===== src/design/hlc_pkg.sv =====
// ----------------------------------------------------------------------------
// hlc_pkg
// Shared types and constants for the host literal classifier.
// ----------------------------------------------------------------------------
package hlc_pkg;

    // Default for the longest host string held before overflow
    localparam int unsigned MAX_LEN_DEFAULT = 255;

    // Output buffer size after reset
    localparam logic [8:0] OUT_SIZE_RESET = 9'd256;

    // Longest kept text that the result can report
    localparam int unsigned TEXT_LEN_MAX = 255;

    // Largest value of one dotted-quad field
    localparam logic [9:0] QUAD_FIELD_MAX = 10'd255;

    // Field limits of the dotted quad
    localparam logic [1:0] QUAD_DIGITS_MAX = 2'd3;
    localparam logic [2:0] QUAD_FIELDS_SAT = 3'd5;
    localparam logic [3:0] QUAD_FIELDS_REQ = 4'd4;

    // Colon count saturates here
    localparam logic [1:0] COLON_SAT = 2'd2;

    typedef logic [7:0] char_t;
    typedef logic [8:0] out_size_t;
    typedef logic [7:0] text_len_t;

    // Special characters
    localparam char_t CHAR_ZERO     = 8'h30;
    localparam char_t CHAR_NINE     = 8'h39;
    localparam char_t CHAR_DOT      = 8'h2E;
    localparam char_t CHAR_COLON    = 8'h3A;
    localparam char_t CHAR_LBRACKET = 8'h5B;
    localparam char_t CHAR_RBRACKET = 8'h5D;

    typedef enum logic [1:0] {
        KIND_NAME = 2'd0,
        KIND_IPV4 = 2'd1,
        KIND_IPV6 = 2'd2
    } kind_t;

    typedef struct packed {
        kind_t     kind;
        logic      text_start;
        text_len_t text_length;
    } hlc_result_t;

endpackage


===== src/design/hlc_char_if.sv =====
// ----------------------------------------------------------------------------
// hlc_char_if
// Character channel: one host-string byte per transfer, last on the final one.
// ----------------------------------------------------------------------------
interface hlc_char_if;

    logic           valid;
    logic           ready;
    hlc_pkg::char_t char_code;
    logic           last;

    modport source (output valid, output char_code, output last, input ready);
    modport sink   (input valid, input char_code, input last, output ready);

endinterface


===== src/design/hlc_result_if.sv =====
// ----------------------------------------------------------------------------
// hlc_result_if
// Result channel: kind of host and place of the kept text, one per string.
// ----------------------------------------------------------------------------
interface hlc_result_if;

    logic               valid;
    logic               ready;
    logic [1:0]         kind;
    logic               text_start;
    hlc_pkg::text_len_t text_length;

    modport source (output valid, output kind, output text_start, output text_length,
                    input ready);
    modport sink   (input valid, input kind, input text_start, input text_length,
                    output ready);

endinterface


===== src/design/hlc_scan.sv =====
// ----------------------------------------------------------------------------
// hlc_scan
// Per-character scan state and the classification of a finished string.
// ----------------------------------------------------------------------------
module hlc_scan #(
    parameter int unsigned MAX_LEN = hlc_pkg::MAX_LEN_DEFAULT
) (
    input  logic                clk,
    input  logic                rst_n,
    input  logic                step,
    input  hlc_pkg::char_t      char_code,
    input  logic                last,
    input  hlc_pkg::out_size_t  out_size,
    output hlc_pkg::hlc_result_t result
);
    import hlc_pkg::*;

    localparam int CW = $clog2(MAX_LEN + 1);
    localparam int XW = (CW > 9) ? CW : 9;

    typedef logic [CW-1:0] pos_t;

    pos_t       cnt_reg, cnt_next;
    logic       ovf_reg, ovf_next;
    logic       brk_reg, brk_next;
    logic       close_reg, close_next;
    pos_t       close_pos_reg, close_pos_next;
    logic [1:0] colon_reg, colon_next;
    pos_t       colon_pos_reg, colon_pos_next;
    logic [9:0] fval_reg, fval_next;
    logic [1:0] digits_reg, digits_next;
    logic [2:0] qf_reg, qf_next;
    logic       qok_reg, qok_next;

    logic       is_digit;
    logic       quad_good;
    logic [3:0] fields_total;
    logic [XW-1:0] keep_ext;
    logic [XW-1:0] len_ext;

    assign is_digit = (char_code >= CHAR_ZERO) && (char_code <= CHAR_NINE);

    // Fold the incoming character into the scan state
    always_comb
    begin
        cnt_next       = cnt_reg;
        ovf_next       = ovf_reg;
        brk_next       = brk_reg;
        close_next     = close_reg;
        close_pos_next = close_pos_reg;
        colon_next     = colon_reg;
        colon_pos_next = colon_pos_reg;
        fval_next      = fval_reg;
        digits_next    = digits_reg;
        qf_next        = qf_reg;
        qok_next       = qok_reg;
        if (cnt_reg >= CW'(MAX_LEN))
        begin
            ovf_next = 1'b1;
        end
        else
        begin
            if ((cnt_reg == '0) && (char_code == CHAR_LBRACKET))
            begin
                brk_next = 1'b1;
            end
            if ((char_code == CHAR_RBRACKET) && !close_reg)
            begin
                close_next     = 1'b1;
                close_pos_next = cnt_reg;
            end
            if (char_code == CHAR_COLON)
            begin
                if (colon_reg == 2'd0)
                begin
                    colon_pos_next = cnt_reg;
                end
                if (colon_reg < COLON_SAT)
                begin
                    colon_next = colon_reg + 2'd1;
                end
            end
            else if (colon_reg == 2'd0)
            begin
                if (is_digit)
                begin
                    if (digits_reg >= QUAD_DIGITS_MAX)
                    begin
                        qok_next = 1'b0;
                    end
                    else
                    begin
                        fval_next   = 10'(fval_reg * 10'd10) + 10'(char_code - CHAR_ZERO);
                        digits_next = digits_reg + 2'd1;
                    end
                end
                else if (char_code == CHAR_DOT)
                begin
                    if ((digits_reg == 2'd0) || (fval_reg > QUAD_FIELD_MAX))
                    begin
                        qok_next = 1'b0;
                    end
                    else if (qf_reg < QUAD_FIELDS_SAT)
                    begin
                        qf_next = qf_reg + 3'd1;
                    end
                    fval_next   = '0;
                    digits_next = 2'd0;
                end
                else
                begin
                    qok_next = 1'b0;
                end
            end
            cnt_next = cnt_reg + pos_t'(1);
        end
    end

    // Check the dotted quad, counting an open final field
    always_comb
    begin
        fields_total = {1'b0, qf_next};
        if (digits_next != 2'd0)
        begin
            fields_total = {1'b0, qf_next} + 4'd1;
        end
        quad_good = qok_next && (fields_total == QUAD_FIELDS_REQ);
        if ((digits_next != 2'd0) && (fval_next > QUAD_FIELD_MAX))
        begin
            quad_good = 1'b0;
        end
    end

    // Classify the string as it stands after this character
    always_comb
    begin
        result.kind       = KIND_NAME;
        result.text_start = 1'b0;
        len_ext           = '0;
        keep_ext          = (colon_next == 2'd1) ? XW'(colon_pos_next) : XW'(cnt_next);
        if (ovf_next || (cnt_next == '0) || (XW'(cnt_next) >= XW'(out_size)))
        begin
            result.kind = KIND_NAME;
        end
        else if (brk_next)
        begin
            if (close_next && (close_pos_next > pos_t'(1)))
            begin
                result.kind       = KIND_IPV6;
                result.text_start = 1'b1;
                len_ext           = XW'(close_pos_next - pos_t'(1));
            end
        end
        else if (colon_next >= COLON_SAT)
        begin
            result.kind = KIND_IPV6;
            len_ext     = XW'(cnt_next);
        end
        else if (keep_ext != '0)
        begin
            len_ext     = keep_ext;
            result.kind = quad_good ? KIND_IPV4 : KIND_NAME;
        end
        result.text_length = (len_ext > XW'(TEXT_LEN_MAX)) ? text_len_t'(TEXT_LEN_MAX)
                                                           : len_ext[7:0];
    end

    // Advance on each character, clear after the final one
    always_ff @(posedge clk or negedge rst_n)
    begin
        if (!rst_n)
        begin
            cnt_reg       <= '0;
            ovf_reg       <= 1'b0;
            brk_reg       <= 1'b0;
            close_reg     <= 1'b0;
            close_pos_reg <= '0;
            colon_reg     <= 2'd0;
            colon_pos_reg <= '0;
            fval_reg      <= '0;
            digits_reg    <= 2'd0;
            qf_reg        <= 3'd0;
            qok_reg       <= 1'b1;
        end
        else if (step)
        begin
            if (last)
            begin
                cnt_reg       <= '0;
                ovf_reg       <= 1'b0;
                brk_reg       <= 1'b0;
                close_reg     <= 1'b0;
                close_pos_reg <= '0;
                colon_reg     <= 2'd0;
                colon_pos_reg <= '0;
                fval_reg      <= '0;
                digits_reg    <= 2'd0;
                qf_reg        <= 3'd0;
                qok_reg       <= 1'b1;
            end
            else
            begin
                cnt_reg       <= cnt_next;
                ovf_reg       <= ovf_next;
                brk_reg       <= brk_next;
                close_reg     <= close_next;
                close_pos_reg <= close_pos_next;
                colon_reg     <= colon_next;
                colon_pos_reg <= colon_pos_next;
                fval_reg      <= fval_next;
                digits_reg    <= digits_next;
                qf_reg        <= qf_next;
                qok_reg       <= qok_next;
            end
        end
    end

endmodule


===== src/design/host_literal_classifier.sv =====
// ----------------------------------------------------------------------------
// host_literal_classifier
// Classifies a streamed host string as name, IPv4 dotted quad or IPv6 literal.
// ----------------------------------------------------------------------------
// Characters enter one per cycle on chars; the final one carries last, and the
// result (kind, text_start, text_length) then stands on results, held until
// taken. An input register feeds the scan logic, and its outcome goes into a
// result register, so a new string may start in the cycle right after the
// previous one ended while its result still waits. The rate is one character
// per cycle; the input stalls only while a final character is held and the
// previous result still waits untaken. Strings of more than MAX_LEN characters,
// or not shorter than the out_size register (written through cfg_we/cfg_wdata,
// reset 256), report a name with empty text.
// ----------------------------------------------------------------------------
module host_literal_classifier #(
    parameter int unsigned MAX_LEN = hlc_pkg::MAX_LEN_DEFAULT
) (
    input  logic               clk,
    input  logic               rst_n,
    input  logic               cfg_we,
    input  hlc_pkg::out_size_t cfg_wdata,
    hlc_char_if.sink           chars,
    hlc_result_if.source       results
);
    import hlc_pkg::*;

    out_size_t   out_size_reg;
    logic        in_valid_reg, in_valid_next;
    char_t       char_reg;
    logic        last_reg;
    logic        out_valid_reg, out_valid_next;
    hlc_result_t res_reg;
    hlc_result_t scan_result;

    logic        out_free;
    logic        advance;
    logic        take;

    // Move the held character on unless its result has nowhere to go
    assign out_free     = !out_valid_reg || results.ready;
    assign advance      = in_valid_reg && (!last_reg || out_free);
    assign chars.ready  = !in_valid_reg || advance;
    assign take         = chars.valid && chars.ready;

    always_comb
    begin
        in_valid_next = in_valid_reg;
        if (take)
        begin
            in_valid_next = 1'b1;
        end
        else if (advance)
        begin
            in_valid_next = 1'b0;
        end
    end

    always_comb
    begin
        out_valid_next = out_valid_reg;
        if (advance && last_reg)
        begin
            out_valid_next = 1'b1;
        end
        else if (results.ready)
        begin
            out_valid_next = 1'b0;
        end
    end

    hlc_scan #(
        .MAX_LEN (MAX_LEN)
    ) u_scan (
        .clk       (clk),
        .rst_n     (rst_n),
        .step      (advance),
        .char_code (char_reg),
        .last      (last_reg),
        .out_size  (out_size_reg),
        .result    (scan_result)
    );

    // Hold the buffer size register
    always_ff @(posedge clk or negedge rst_n)
    begin
        if (!rst_n)
        begin
            out_size_reg <= OUT_SIZE_RESET;
        end
        else if (cfg_we)
        begin
            out_size_reg <= cfg_wdata;
        end
    end

    // Track valid flags of both stages
    always_ff @(posedge clk or negedge rst_n)
    begin
        if (!rst_n)
        begin
            in_valid_reg  <= 1'b0;
            out_valid_reg <= 1'b0;
        end
        else
        begin
            in_valid_reg  <= in_valid_next;
            out_valid_reg <= out_valid_next;
        end
    end

    // Capture the character on each transfer
    always_ff @(posedge clk)
    begin
        if (take)
        begin
            char_reg <= chars.char_code;
            last_reg <= chars.last;
        end
    end

    // Capture the result when a string ends
    always_ff @(posedge clk)
    begin
        if (advance && last_reg)
        begin
            res_reg <= scan_result;
        end
    end

    assign results.valid       = out_valid_reg;
    assign results.kind        = res_reg.kind;
    assign results.text_start  = res_reg.text_start;
    assign results.text_length = res_reg.text_length;

endmodule


===== src/flat_wrapper.sv =====
// flat-port wrapper written by rule: the top's interface ports become plain ports
module host_literal_classifier_flat import hlc_pkg::*;
#(
    parameter int unsigned MAX_LEN = hlc_pkg::MAX_LEN_DEFAULT
)
  (clk, rst_n, cfg_we, cfg_wdata, chars_valid, chars_char_code, chars_last, chars_ready, results_valid, results_kind, results_text_start, results_text_length, results_ready);
  hlc_char_if chars_i ();
  hlc_result_if results_i ();
  input  logic clk;
  input  logic rst_n;
  input  logic cfg_we;
  input  hlc_pkg::out_size_t cfg_wdata;
  input wire logic [$bits(chars_i.valid)-1:0] chars_valid;
  input wire logic [$bits(chars_i.char_code)-1:0] chars_char_code;
  input wire logic [$bits(chars_i.last)-1:0] chars_last;
  output wire logic [$bits(chars_i.ready)-1:0] chars_ready;
  output wire logic [$bits(results_i.valid)-1:0] results_valid;
  output wire logic [$bits(results_i.kind)-1:0] results_kind;
  output wire logic [$bits(results_i.text_start)-1:0] results_text_start;
  output wire logic [$bits(results_i.text_length)-1:0] results_text_length;
  input wire logic [$bits(results_i.ready)-1:0] results_ready;
  assign chars_i.valid = chars_valid;
  assign chars_i.char_code = chars_char_code;
  assign chars_i.last = chars_last;
  assign chars_ready = chars_i.ready;
  assign results_valid = results_i.valid;
  assign results_kind = results_i.kind;
  assign results_text_start = results_i.text_start;
  assign results_text_length = results_i.text_length;
  assign results_i.ready = results_ready;
  host_literal_classifier #(.MAX_LEN(MAX_LEN)) u_core (.clk(clk), .rst_n(rst_n), .cfg_we(cfg_we), .cfg_wdata(cfg_wdata), .chars(chars_i), .results(results_i));
endmodule

===== config.mk =====
export PLATFORM = sky130hd
export DESIGN_NAME = host_literal_classifier_flat
export DESIGN_NICKNAME = d
export VERILOG_FILES = /design/src/design/hlc_pkg.sv /design/src/design/hlc_char_if.sv /design/src/design/hlc_result_if.sv /design/src/design/hlc_scan.sv /design/src/design/host_literal_classifier.sv /design/src/flat_wrapper.sv
export SDC_FILE = /design/constraint.sdc
export NUM_CORES = 1
export LEC_CHECK = 0
export BUFFER_PORTS_ARGS = -buffer_cell sky130_fd_sc_hd__clkbuf_2
export CELL_PAD_IN_SITES_DETAIL_PLACEMENT = 1
export CELL_PAD_IN_SITES_GLOBAL_PLACEMENT = 1
export CORE_MARGIN = 4
export CORE_UTILIZATION = 48
export CTS_BUF_LIST = sky130_fd_sc_hd__clkbuf_16
export CTS_CLUSTER_SIZE = 10
export DETAILED_ROUTE_END_ITERATION = 12
export PLACE_DENSITY_LB_ADDON = 0.1
export SETUP_SLACK_MARGIN = 0.4
export SLEW_MARGIN = 25
export SYNTH_ARGS = -nofsm -noshare
export SYNTH_HDL_FRONTEND = slang
export SYNTH_SLANG_ARGS = --single-unit

===== constraint.sdc =====
create_clock -name clk -period 4.3 [get_ports clk]
set_clock_uncertainty 0.15 [all_clocks]
set_input_delay 0 -clock clk [delete_from_list [all_inputs] [get_ports clk]]
set_output_delay 0 -clock clk [all_outputs]
set_load 0.03 [all_outputs]

**Yosys cells after proc, flatten, opt, wreduce, memory -nomap -nowiden**

Cells that the tools add are included.

- $mul: 1
- Reductions and logical operators: 28
- Equality and inequality tests: 6
- Bitwise operators: 1
- Add/sub/neg operators: 8
- Magnitude comparators: 12
- Mux-type cells: 68

Operators by type and width:

| operator | number |
|---|---|
| 8-bit two-way mux | 11 |
| 10-bit two-way mux | 7 |
| 9-bit two-way mux | 4 |
| 3-bit two-way mux | 9 |
| 2-bit two-way mux | 13 |
| 1-bit two-way mux | 23 |
| 10-bit by 8-bit > comparator with 1-bit output (second input constant) | 2 |
| 8-bit by 6-bit equality test with 1-bit output (second input constant) | 2 |
| 8-bit by 7-bit equality test with 1-bit output (second input constant) | 2 |
| 8-bit zero test | 2 |
| 10-bit adder | 1 |
| 10-bit by 3-bit multiplier with 9-bit output (second input constant) | 1 |
| 8-bit by 9-bit greater-or-equal comparator with 1-bit output | 1 |
| 9-bit by 8-bit > comparator with 1-bit output (second input constant) | 1 |
| 1-bit logical AND | 9 |
| 9-bit nonzero test | 1 |
| 8-bit by 1-bit subtractor with 9-bit output (second input constant) | 1 |
| 8-bit by 6-bit subtractor with 9-bit output (second input constant) | 1 |
| 8-bit by 1-bit adder with 8-bit output (second input constant) | 1 |
| 8-bit by 6-bit greater-or-equal comparator with 1-bit output (second input constant) | 1 |
| 8-bit greater-or-equal comparator (second input constant) | 1 |
| 8-bit by 1-bit > comparator with 1-bit output (second input constant) | 1 |
| 8-bit by 6-bit less-or-equal comparator with 1-bit output (second input constant) | 1 |
| 1-bit logical OR | 6 |
| other kinds (14) | 22 |

- Output and inout port bits: 13
- Bits of input ports: 23
- Word-level logic and storage cells: 143
- Flip-flop bits (word level): 76

**Logic depth before layout (Yosys ltp)**

- Depth in word-level cells: 17
- Mapped depth: 14
- Depth with buffers taken out: 14

**Hierarchy**

A second synthesis with hierarchy kept.

- Cells, all modules: 546
- Area, all modules: 5263.8 um2

By module, submodules not included:

| module | seq. area each (um2) | area each (um2) | cells each | instances |
|---|---|---|---|---|
| hlc_scan | 1127.3 | 4191.5 | 497 | 1 |
| host_literal_classifier | 877.1 | 1072.3 | 49 | 1 |

**Worst setup path after synthesis**

Ideal clock, no wire load.

- Kind: register to register
- Start: reg u_core.u_scan.fval_reg[1]
- End: reg u_core.res_reg (netlist bit u_core.results.kind[0]) (data pin)
- Required time: 3960 ps
- Setup slack: 891 ps
- Path buffers: 0
- Setup time: 190 ps
- Arrival time: 3068 ps
- Stages on the path, launching flop included: 14
- Path through: dfrtp_1 -> ha_1 -> ha_1 -> fa_1 -> a21o_1 -> a21oi_1 -> xnor2_1 -> ha_1 -> or3_1 -> o211ai_1 -> xnor2_1 -> o21a_1 -> o2111ai_1 -> a2111oi_2

- Cells in the longest elaborated chain, start to end: 17
- Elaborated cells between the ends (all ways): 33
- Classes of those cells: add/sub: 2; mul: 1; order compare: 2; eq/ne: 1; mux: 24; reduce/logical: 3

Ends and longest elaborated chain:

| what | RTL line | RTL |
|---|---|---|
| from (decl) | hlc_scan.sv:30 | `logic [9:0] fval_reg, fval_next;` |
| from (signal assigned) | hlc_scan.sv:210 | `fval_reg <= fval_next;` |
| parallel branches: the longest is 12 deep, another holds 10-bit by 3-bit multiplier with 9-bit output | - |  |
| 1-bit two-way mux * | hlc_scan.sv:128 | `if ((digits_next != 2'd0) && (fval_next > QUAD_FIELD_MAX))` |
| 1-bit two-way mux * | hlc_scan.sv:162 | `result.kind = quad_good ? KIND_IPV4 : KIND_NAME;` |
| 1-bit two-way mux * | hlc_scan.sv:159 | `else if (keep_ext != '0)` |
| 2-bit two-way mux * | hlc_scan.sv:154 | `else if (colon_next >= COLON_SAT)` |
| 2-bit two-way mux * | hlc_scan.sv:145 | `else if (brk_next)` |
| to (signal assigned) | host_literal_classifier.sv:126 | `res_reg <= scan_result;` |
| to (decl) | host_literal_classifier.sv:32 | `hlc_result_t res_reg;` |

Every way passes the cells marked *.
A chain may end at the register's enable or synchronous reset.

**Worst setup path after layout**

Same ends and word-level chain as after synthesis.

==> metrics <==
clock slew at reported path FFs approximately 0.06 ns; core area 0.0104 mm^2; Detailed Route WL 16400 um; CTS tree done; dominant synthesized flop cell dfrtp_1; Synth Register Bits 76; most used cell, CP ha_1; GR Layer Usage met3 under 10%; max-slew violation count 0; met1 Use GR 36.9%; FF-to-FF End u_core.results.kind[0]$_SDFFCE_PP0P_; hpwl dp 11000 um; initial antenna violation count 0; CTS buffer count 9; Ports 36; vias 4704; WL per Instance 21.3 um; Mean Syn Cell Area 9.36 um^2; Peak Freq 273 MHz; pin count of the biggest net entering global routing 57; Die W approximately 110 um; reg2reg start u_core.u_scan.fval_reg[1]$_DFFE_PN0P_; Root Buffer clkbuf_16; max incr delay on CP 0.54 ns; Lkg Pwr between 2 and 3 nW; Initial Util 49.5%; Switching Share a little under a third; row count 37; share of cells above drive strength 1 15.6%; unrepaired setup endpoints after global routing no; post-DR vias/cell approximately 6.1; post-route antenna net violation count 0; max-cap violation count 0; Min Hold Slack 0.208 ns; H-Tree Depth 3; Critical Path AT 3.66 ns; most frequent cells in the layout nand2_1 (63), dfrtp_1 (52), o21ai_0 (48), nor2_1 (44), dlygate4sd3_1 (38); r2r setup slk 0.63 ns; first-pass GRT wire length 27400 um; Post-synth EDFFs 20; first drt pass iteration count 4; syn_nets 613; post-layout minimum cycle time 3.67 ns; CP Class reg2reg; GR Util met2 46.6%; setup-violating endpoint count in the final report 0; Worst VDD drop 0.177 mV; Cell Area, Synth 0.00516 mm^2; ANT cells 0; Port-buffer cells 35; outcome completed; Critical Path RT around 4.3 ns; vias in the first global route 5119; Die Y 112 um; crit path max fanout 5; crit path cell chain ha_1, ha_1, fa_2, ha_1, nand3_1, o211ai_1, o41ai_1, xor2_1, o21a_1, o2111ai_1, a2111oi_2; TNS Setup 0 ns; fin crit share ~85%; drc violations 0; total die area 0.0125 mm^2; Layout Nets 692; most common cell after layout, fill and taps aside nand2_1; worst skew pair latency between 0.3 and 0.4 ns; area grow syn2layout 21.3%; Fillers ~1200; CP max-delay cell fa_2; gr usage total 27.4%; register share of total power 36.8%; clk sinks 76; CP top delay family adder cells; CP startpoint kind register; Synth Instances 551; Buf/Inv on CP 0; sequential area share after synthesis 38.9%; Internal 1.61 mW; Yosys Warn Count 0; Clock power frac 37.9%; Hold WC Path Type in2async; Critical Path Stages 11; Bufs on Longest Clock Path 2; Distinct cells, synth 81; Fin. Hold Viols 0; GPL Wtd Cong 0.950; global routing's busiest layer met2; sw power 0.720 mW; worst slew pin tran 1.03 ns; Comb power frac 25.3%; PD cells ~370 mW/mm^2; CP endpoint kind register; max reg flops 10; FFs w/ async S/R, synth 73.7%; worst reg-to-reg path cell count 11; violation count after the first detailed-route iteration 462; total congestion overflow 0; Max-slew headroom 30.5%
==> power groups by stage <==
stage               Sequential (mW)  Combinational, mW  Clock (mW)
finish                        0.857              0.589       0.881
global route                  0.865              0.648       0.927
CTS                           0.852              0.571       0.887
detailed placement            0.865              0.519           0
global placement              0.860              0.493           0
floorplan                     0.857              0.358           0
==> cells by family after synthesis <==
| kind of cell | share of synthesized area (%) |
|---|---|
| buf+inv | 3.69 |
| flops | 38.9 |
| fa+ha+maj | 9.75 |
| simple gates | 18.2 |
| compound gates | 22.3 |
| xor+xnor | 4.25 |
| mux | 2.84 |
==> through the flow <==
| step | worst slack [ns] | instances | instance area [um^2] | power (mW) | utilization, % |
|---|---|---|---|---|---|
| detailed placement | 0.253 | 714 | 5500 | 1.38 | 52.8 |
| floorplan | 0.891 | 551 | 5160 | 1.22 | - |
| global placement | 0.514 | 714 | 5500 | 1.35 | 52.8 |
| CTS | 0.437 | 770 | 6240 | 2.31 | 59.9 |
| finish | 0.634 | 771 | 6250 | 2.33 | 60.0 |
| global route | 0.401 | 771 | 6250 | 2.44 | 60.0 |
==> worst reg2reg max path, cell delays in order (launching register included) <==
cell and delay, ns:
dfrtp_2 0.44, ha_1 0.31, ha_1 0.24, fa_2 0.54, ha_1 0.28, nand3_1 0.11, o211ai_1 0.13, o41ai_1 0.39
xor2_1 0.20, o21a_1 0.17, o2111ai_1 0.15, a2111oi_2 0.36
==> repair_timing <==
item	4_1_cts	5_1_grt
setup buffers	2	1
endpoints found under the setup margin	6	11
pin swaps	1	1
hold endpoints to repair	74	0
hold buffers	38	0
resized for setup	0	6
==> cells in the mapped netlist, types with 3 or more instances <==
library cell / instances / share of area [%]
o31ai_1: 3 / 0.44
o21ai_0: 49 / 4.8
a21oi_1: 23 / 2.2
mux2i_1: 9 / 1.7
ha_1: 37 / 9.0
a22oi_1: 4 / 0.58
dfrtp_1: 54 / 26
a21o_1: 7 / 1.0
and3_1: 3 / 0.36
o22ai_1: 6 / 0.73
clkbuf_1: 11 / 0.80
edfxtp_1: 20 / 12
a32o_1: 4 / 0.78
o21a_1: 6 / 0.87
xor2_1: 9 / 1.5
a22o_1: 17 / 2.9
nor2_1: 44 / 3.2
nor3_1: 9 / 0.87
nand2_1: 63 / 4.6
nor2b_1: 3 / 0.36
o211ai_1: 5 / 0.73
nand3b_1: 4 / 0.58
xnor2_1: 16 / 2.7
nor4_1: 5 / 0.61
nand3_1: 17 / 1.7
mux2_2: 4 / 0.87
and2_1: 6 / 0.73
a211oi_1: 5 / 0.73
inv_1: 30 / 2.2
buf_2: 5 / 0.49
nand2b_1: 6 / 0.73
==> layer usage <==
layer	vias up	part of all wire, %
met5	-	0
met4	0	1.6
met3	26	4.7
met2	156	49
met1	2348	45
li1	2174	-
==> layout make-up <==
class	instances	area (um^2)	share of cell area, %
Clock buffer	9	225	3.60
Clock inverter	7	116	1.86
Inverter	30	113	1.80
Multi-Input combinational cell	427	2970	47.5
Sequential cell	76	2010	32.1
Tap cell	136	170	2.72
Timing Repair Buffer	86	653	10.4
==> worst max path at each step <==
stage	endpoint	slack, ns	startpoint
after floorplan	u_core.results.kind[0]$_SDFFCE_PP0P_	0.89	u_core.u_scan.fval_reg[1]$_DFFE_PN0P_
after global routing	u_core.results.kind[0]$_SDFFCE_PP0P_	0.40	u_core.u_scan.cnt_reg[1]$_DFFE_PN0P_
final	u_core.results.kind[0]$_SDFFCE_PP0P_	0.63	u_core.u_scan.fval_reg[1]$_DFFE_PN0P_
after detailed placement	u_core.results.kind[0]$_SDFFCE_PP0P_	0.25	u_core.u_scan.cnt_reg[0]$_DFFE_PN0P_
after CTS	u_core.results.kind[0]$_SDFFCE_PP0P_	0.44	u_core.u_scan.cnt_reg[0]$_DFFE_PN0P_
after global placement	u_core.results.kind[0]$_SDFFCE_PP0P_	0.51	u_core.u_scan.cnt_reg[0]$_DFFE_PN0P_
Note: power is estimated with default switching activity, not from simulation.
